--- src/rtl/core/ljbf_pkg.sv ---
// ----------------------------------------------------------------------------
// ljbf_pkg
// Shared types, constants and command/status structs for the boundary force
// block.
// ----------------------------------------------------------------------------
package ljbf_pkg;

    localparam int FRAC_BITS_DEF = 16;

    localparam int CFG_IDX_W  = 2;
    localparam int CFG_DATA_W = 32;

    localparam logic [CFG_IDX_W-1:0] REG_CUTOFF   = 2'd0;
    localparam logic [CFG_IDX_W-1:0] REG_STRENGTH = 2'd1;
    localparam logic [CFG_IDX_W-1:0] REG_GRAVITY  = 2'd2;
    localparam logic [CFG_IDX_W-1:0] REG_GRAV_EN  = 2'd3;

    localparam logic [31:0] CUTOFF_RST   = 32'd65536;
    localparam logic [31:0] STRENGTH_RST = 32'd65536;
    localparam logic [31:0] GRAVITY_RST  = 32'd642908;
    localparam logic        GRAV_EN_RST  = 1'b1;

    // magnitude ceiling of the fixed-point products and quotients, 2^62
    localparam logic [62:0] MAG_CAP = 63'h4000_0000_0000_0000;

    localparam logic [31:0] OUT_MAX = 32'h7FFF_FFFF;
    localparam logic [31:0] OUT_MIN = 32'h8000_0000;

    typedef logic [3:0] step_t;

    localparam step_t STEP_SQX  = 4'd0;
    localparam step_t STEP_SQY  = 4'd1;
    localparam step_t STEP_R0SQ = 4'd2;
    localparam step_t STEP_SQRT = 4'd3;
    localparam step_t STEP_DIVQ = 4'd4;
    localparam step_t STEP_Q2   = 4'd5;
    localparam step_t STEP_Q4   = 4'd6;
    localparam step_t STEP_Q8   = 4'd7;
    localparam step_t STEP_Q12  = 4'd8;
    localparam step_t STEP_T    = 4'd9;
    localparam step_t STEP_DIVU = 4'd10;
    localparam step_t STEP_DIVF = 4'd11;
    localparam step_t STEP_MX   = 4'd12;
    localparam step_t STEP_MY   = 4'd13;

    typedef struct packed {
        logic  load;
        logic  go;
        step_t step;
        logic  emit;
    } cmd_t;

    typedef struct packed {
        logic pair_active;
        logic last;
        logic in_range;
        logic mul_done;
        logic div_done;
        logic sqrt_done;
        logic out_free;
    } status_t;

endpackage

--- src/rtl/core/ljbf_ctrl.sv ---
// ----------------------------------------------------------------------------
// ljbf_ctrl
// Controller: takes one item, walks the datapath through the force steps for an
// active pair and, on a list's last item, hands the result to the output register.
// ----------------------------------------------------------------------------
module ljbf_ctrl (
    input  logic              aclk,
    input  logic              aresetn,
    input  logic              s_tvalid,
    output logic              s_tready,
    input  ljbf_pkg::status_t status,
    output ljbf_pkg::cmd_t    cmd
);

    localparam logic [2:0] S_IDLE  = 3'd0;
    localparam logic [2:0] S_LOAD  = 3'd1;
    localparam logic [2:0] S_ISSUE = 3'd2;
    localparam logic [2:0] S_WAIT  = 3'd3;
    localparam logic [2:0] S_CHECK = 3'd4;
    localparam logic [2:0] S_EMIT  = 3'd5;

    logic [2:0]      state_reg;
    logic [2:0]      state_next;
    ljbf_pkg::step_t step_reg;
    ljbf_pkg::step_t step_next;
    logic            unit_done;
    logic [2:0]      finish_state;

    always_comb begin
        unit_done    = status.mul_done || status.div_done || status.sqrt_done;
        finish_state = status.last ? S_EMIT : S_IDLE;
        state_next   = state_reg;
        step_next    = step_reg;
        cmd.load     = 1'b0;
        cmd.go       = 1'b0;
        cmd.step     = step_reg;
        cmd.emit     = 1'b0;
        unique case (state_reg)
            S_IDLE: begin
                if (s_tvalid) begin
                    cmd.load   = 1'b1;
                    state_next = S_LOAD;
                end
            end
            S_LOAD: begin
                if (status.pair_active) begin
                    step_next  = ljbf_pkg::STEP_SQX;
                    state_next = S_ISSUE;
                end else begin
                    state_next = finish_state;
                end
            end
            S_ISSUE: begin
                cmd.go     = 1'b1;
                state_next = S_WAIT;
            end
            S_WAIT: begin
                if (unit_done) begin
                    if (step_reg == ljbf_pkg::STEP_R0SQ) begin
                        state_next = S_CHECK;
                    end else if (step_reg == ljbf_pkg::STEP_MY) begin
                        state_next = finish_state;
                    end else begin
                        step_next  = step_reg + 4'd1;
                        state_next = S_ISSUE;
                    end
                end
            end
            S_CHECK: begin
                if (status.in_range) begin
                    step_next  = ljbf_pkg::STEP_SQRT;
                    state_next = S_ISSUE;
                end else begin
                    state_next = finish_state;
                end
            end
            S_EMIT: begin
                if (status.out_free) begin
                    cmd.emit   = 1'b1;
                    state_next = S_IDLE;
                end
            end
            default: begin
                state_next = S_IDLE;
            end
        endcase
    end

    always_ff @(posedge aclk) begin
        if (!aresetn) begin
            state_reg <= S_IDLE;
            step_reg  <= ljbf_pkg::STEP_SQX;
        end else begin
            state_reg <= state_next;
            step_reg  <= step_next;
        end
    end

    assign s_tready = (state_reg == S_IDLE);

endmodule

--- config.mk ---
export PLATFORM = sky130hd
export DESIGN_NAME = ljbf_ctrl
export DESIGN_NICKNAME = d
export VERILOG_FILES = /design/src/rtl/core/ljbf_pkg.sv /design/src/rtl/core/ljbf_ctrl.sv
export SDC_FILE = /design/constraint.sdc
export NUM_CORES = 1
export LEC_CHECK = 0
export BUFFER_PORTS_ARGS = -buffer_cell sky130_fd_sc_hd__buf_2
export CORE_MARGIN = 10
export CORE_UTILIZATION = 43
export DETAILED_ROUTE_END_ITERATION = 12
export PLACE_DENSITY = 0.72
export REMOVE_ABC_BUFFERS = 1
export SETUP_SLACK_MARGIN = 0.3
export SKIP_LAST_GASP = 1
export SYNTH_ARGS = -nofsm -noshare
export SYNTH_HDL_FRONTEND = slang
export SYNTH_SLANG_ARGS = --single-unit
--- constraint.sdc ---
create_clock -name aclk -period 1.6 [get_ports aclk]
set_input_delay 0.24 -clock aclk [delete_from_list [all_inputs] [get_ports aclk]]
set_output_delay 0.24 -clock aclk [all_outputs]
set_load 0.01 [all_outputs]
; ---- After elaboration in Yosys (flattened, before gate mapping)
; Index checks and enable logic that the tools add are counted.
[word_totals]
inputBits = 10
elab_cells = 43
ff_bits = 7
output_inout_bits = 8
[classes]
eq_ne = 14
n_reduce_logical = 6
n_mux = 20
addsub = 1
[ops]
columns = operator, count
row1 = 2-to-1 mux 3 bit, 8
row2 = 2-to-1 mux 4 bit, 5
row3 = case mux 3 bit (6 select lines), 1
row4 = != test 2 bit (second input constant), 7
row5 = case mux 4 bit (3 select lines), 1
row6 = == test 3 x 2 -> 1 bit (second input constant), 2
row7 = == test 3 bit (second input constant), 2
row8 = AND reduction 6 bit, 1
row9 = 2-to-1 mux 1 bit, 5
row10 = adder 4 x 1 -> 4 bit (second input constant), 1
row11 = == test 4 x 2 -> 1 bit (second input constant), 1
row12 = == test 4 bit (second input constant), 1
row13 = == test 3 x 1 -> 1 bit (second input constant), 1
row14 = zero test 3 bit, 1
row15 = AND reduction 3 bit, 1
row16 = nonzero test 3 bit, 1
row17 = logical OR 1 bit, 2

; ---- Longest topological paths before layout
[depth]
depth_word = 5
depth_mapped = 6
ltp_nobuf = 6

; ---- Worst setup path before layout
; OpenSTA, ideal clock, no wires.
[synth_path]
path_type = register to register
startpoint = reg step_reg[1]
endpoint = reg step_reg[2]
setup_time_ps = 103
t_arrival_ps = 1659
path_stages_with_launch = 6
required_time_ps = 1497
period_less_slack_ps = 1763
path_buffers = 0
path_slack_ps = -163
cell_sequence = dfxtp_1 ha_1 or3b_4 a21o_1 a31o_1 a2111oi_2
[synth_via]
elab_chain_len = 5
elab_cells_between_ends = 10
cone_classes = add/sub: 1 / eq/ne: 4 / mux: 4 / reduce/logical: 1
[synth_lines]
columns = item, line_no
row1 = from (decl), ljbf_ctrl.sv:24  ; ljbf_pkg::step_t step_reg;
row2 = from (signal assigned), ljbf_ctrl.sv:92  ; step_reg <= ljbf_pkg::STEP_SQX;
row3 = from (signal assigned), ljbf_ctrl.sv:95  ; step_reg <= step_next;
row4 = adder 4 x 1 -> 4 bit, ljbf_ctrl.sv:64  ; step_next = step_reg + 4'd1;
row5 = 2-to-1 mux 4 bit, ljbf_ctrl.sv:61  ; end else if (step_reg == ljbf_pkg::STEP_MY) begin
row6 = 2-to-1 mux 4 bit, ljbf_ctrl.sv:59  ; if (step_reg == ljbf_pkg::STEP_R0SQ) begin
row7 = 2-to-1 mux 4 bit, ljbf_ctrl.sv:58  ; if (unit_done) begin
row8 = case mux 4 bit (3 select lines), ljbf_ctrl.sv:38  ; unique case (state_reg)
; Parallel ways exist; a longest one is shown, timed or not. The select of a mux whose other input is x is not followed.
; A chain may end at the register's enable or synchronous reset.

; ---- Worst setup path in the final report
[layout_path]
startpoint = reg step_reg[0]
endpoint = reg step_reg[2]
; The elaborated chain is that of the path after synthesis.

==> results_dict.tcl <==
set metrics [dict create \
    status "finished with violations" \
    violations "negative setup slack" \
    fmax_ghz 0.581 \
    path_max_fanout 4 \
    seq_area_frac_synth_pct 24.5 \
    numCtsBuffers 3 \
    viasPerCell 5.81 \
    maxCapViolCount 0 \
    fin_crit_ns 1.72 \
    drv_slew 0 \
    synth-seq-cells 7 \
    die-area_um2 3190 \
    cts_tree "yes" \
    vdd_drop_max_mv 0.646 \
    setup_viol 5 \
    hold_class "in2reg" \
    cts_buffer_depth 2 \
    seqCellArea_um2 156 \
    synth-main-ff-cell "dfxtp_1" \
    layout_commonest_cell "buf_4" \
    antenna_found_initial 0 \
    grt.overflow.total 0 \
    htreeDepth 1 \
    numPortBuffers 17 \
    cts_root_buf "clkbuf_4" \
    finalCritPeriodShare_pct 108 \
    multiInputGateArea_um2 469 \
    synth_edf_count 0 \
    p_per_area_nw_per_um2 698 \
    start_util_pct 44.6 \
    ios 18 \
    postSynthCellCount 70 \
    area_growth_pct 67.5 \
    synth_area_per_cell_um2 8.19 \
    hold_buffers 0 \
    final_cell_mix "buf_4 (18), buf_2 (17), nor3_1 (6)" \
    drt_iter0_drc 24 \
    tightest_slew_ns 0.392 \
    cp.required_ns 1.75 \
    clk_pin_slew_ns 0.06 \
    synth_cell_types 33 \
    place_congestion 0.818 \
    p_leak_nw 0.418 \
    crit_path_end_kind "flip-flop" \
    route.detailed.drc 0 \
    cp-start-kind "flip-flop" \
    fin_area_um2 960 \
    n_fill_cell 85 \
    rsz0062_at_grt "yes" \
    fp.dieH_um 56.5 \
    postRouteAntennaNets 0 \
    drive_above_1_share_pct 60.9 \
    setup_ws_ns -0.122 \
    grt_max_degree 9 \
    rows 13 \
    hold_viol 0 \
    coreArea_um2 1280 \
    dp_hpwl_um 1450 \
    synthArstFlopShare_pct 0 \
    num_vias 726 \
    first_pass_iters 4 \
    crit_type "reg2reg" \
    largest_reg_flops 4 \
    worstPathArrival_ns 1.88 \
    grt_usage_pct 12.3 \
    synth_area_um2 573 \
    fp.dieW_um 56.5 \
    yosysWarnings 0 \
    fin_tns_setup_ns -0.229 \
    grt_pass1_vias 784 \
    final_nets 124 \
    drt-wirelength-per-cell_um 16.8 \
    slew_headroom_pct 73.5 \
    routed_wl_um 2100 \
    dp_slack_ns -0.108 \
    clock_skew_ns 0.00276 \
    whs_ns 0.248 \
    dpl_cell_area_um2 798 \
    worstSkewPairLatency_ns 0.26 \
    grt_pass1_wl_um 3290 \
    num_antenna_cells 0 \
    clkSinkCount 7 \
]
power breakdown:
part,internal [W],leakage (nW),total [W],switching [W]
sequential,0.000191,0.0603,0.000211,0.0000207
clock,0.0000920,0.0177,0.000170,0.0000776
combinational,0.000158,0.340,0.000289,0.000131
area by class of cell:
| type | count | area share, % |
|---|---|---|
| clock buffer | 3 | 2.35 |
| clock inverter | 1 | 0.522 |
| inverter | 5 | 1.96 |
| multi-input combinational | 55 | 48.9 |
| sequential | 7 | 16.3 |
| tap | 15 | 1.96 |
| timing repair buffer | 39 | 28.0 |
kinds of logic after synthesis:
family,after synthesis,share of synthesized area [%]
AOI/OAI and AO/OA,18,21.6
adders and majority gates,3,6.55
and+or+nand+nor,34,41.7
DFF,7,24.5
buffers and inverters,8,5.68
metal layers:
layer	global-route usage, %	wire length (µm)	vias to the layer above
met5	0	0	-
met4	4.12	40	0
met3	4.04	134	4
met2	24.5	1180	31
met1	10.9	746	344
li1	-	-	347
worst paths after layout:
path	startpoint	end	slack, ns	cells past startpoint
worst min-delay path	status[5]	state_reg[0]$_SDFFE_PN0P_	0.25	3
worst max-delay path	step_reg[0]$_SDFFE_PN0P_	step_reg[2]$_SDFFE_PN0P_	-0.12	6
worst min register to register	step_reg[3]$_SDFFE_PN0P_	step_reg[3]$_SDFFE_PN0P_	0.54	2
worst max register to register	step_reg[0]$_SDFFE_PN0P_	step_reg[2]$_SDFFE_PN0P_	-0.12	6
per-stage QoR:
step / util, % / power [W] / instances
after detailed placement: 62.1 / 0.000428 / 117
after global routing: 74.7 / 0.000712 / 125
after CTS: 72.7 / 0.000647 / 125
after global placement: 62.1 / 0.000422 / 117
after floorplan: - / 0.000318 / 67
final: 74.7 / 0.000670 / 125
timing repair:
action / in CTS / in global routing
resized for setup: 23 / 5
hold endpoints to repair: 0 / 0
buffers inserted: 4 / 0
endpoints found under the setup margin: 11 / 11
pin swaps: 11 / 4
Yosys cell counts (all sizes together), types with 2 or more instances:
| master | instances | area share (%) |
|---|---|---|
| inv | 5 | 3.3 |
| buf | 2 | 1.7 |
| or3b | 3 | 5.0 |
| a21o | 2 | 2.6 |
| nor2 | 5 | 3.3 |
| nor3 | 8 | 7.0 |
| ha | 3 | 6.6 |
| or3 | 2 | 2.4 |
| and4bb | 2 | 5.7 |
| o31ai | 2 | 2.6 |
| dfxtp | 7 | 24 |
| nor4b | 2 | 3.1 |
| nand3 | 2 | 1.7 |
| a21oi | 6 | 5.2 |
| o21ai | 3 | 2.6 |
worst max-delay path, stage by stage (launching register included):
cell	delay, ns
dfxtp_2	0.34
inv_2	0.07
ha_4	0.11
or3b_4	0.38
a21o_1	0.19
a31o_1	0.19
a2111oi_2	0.35
No activity file was read; power rests on OpenSTA's default activity.
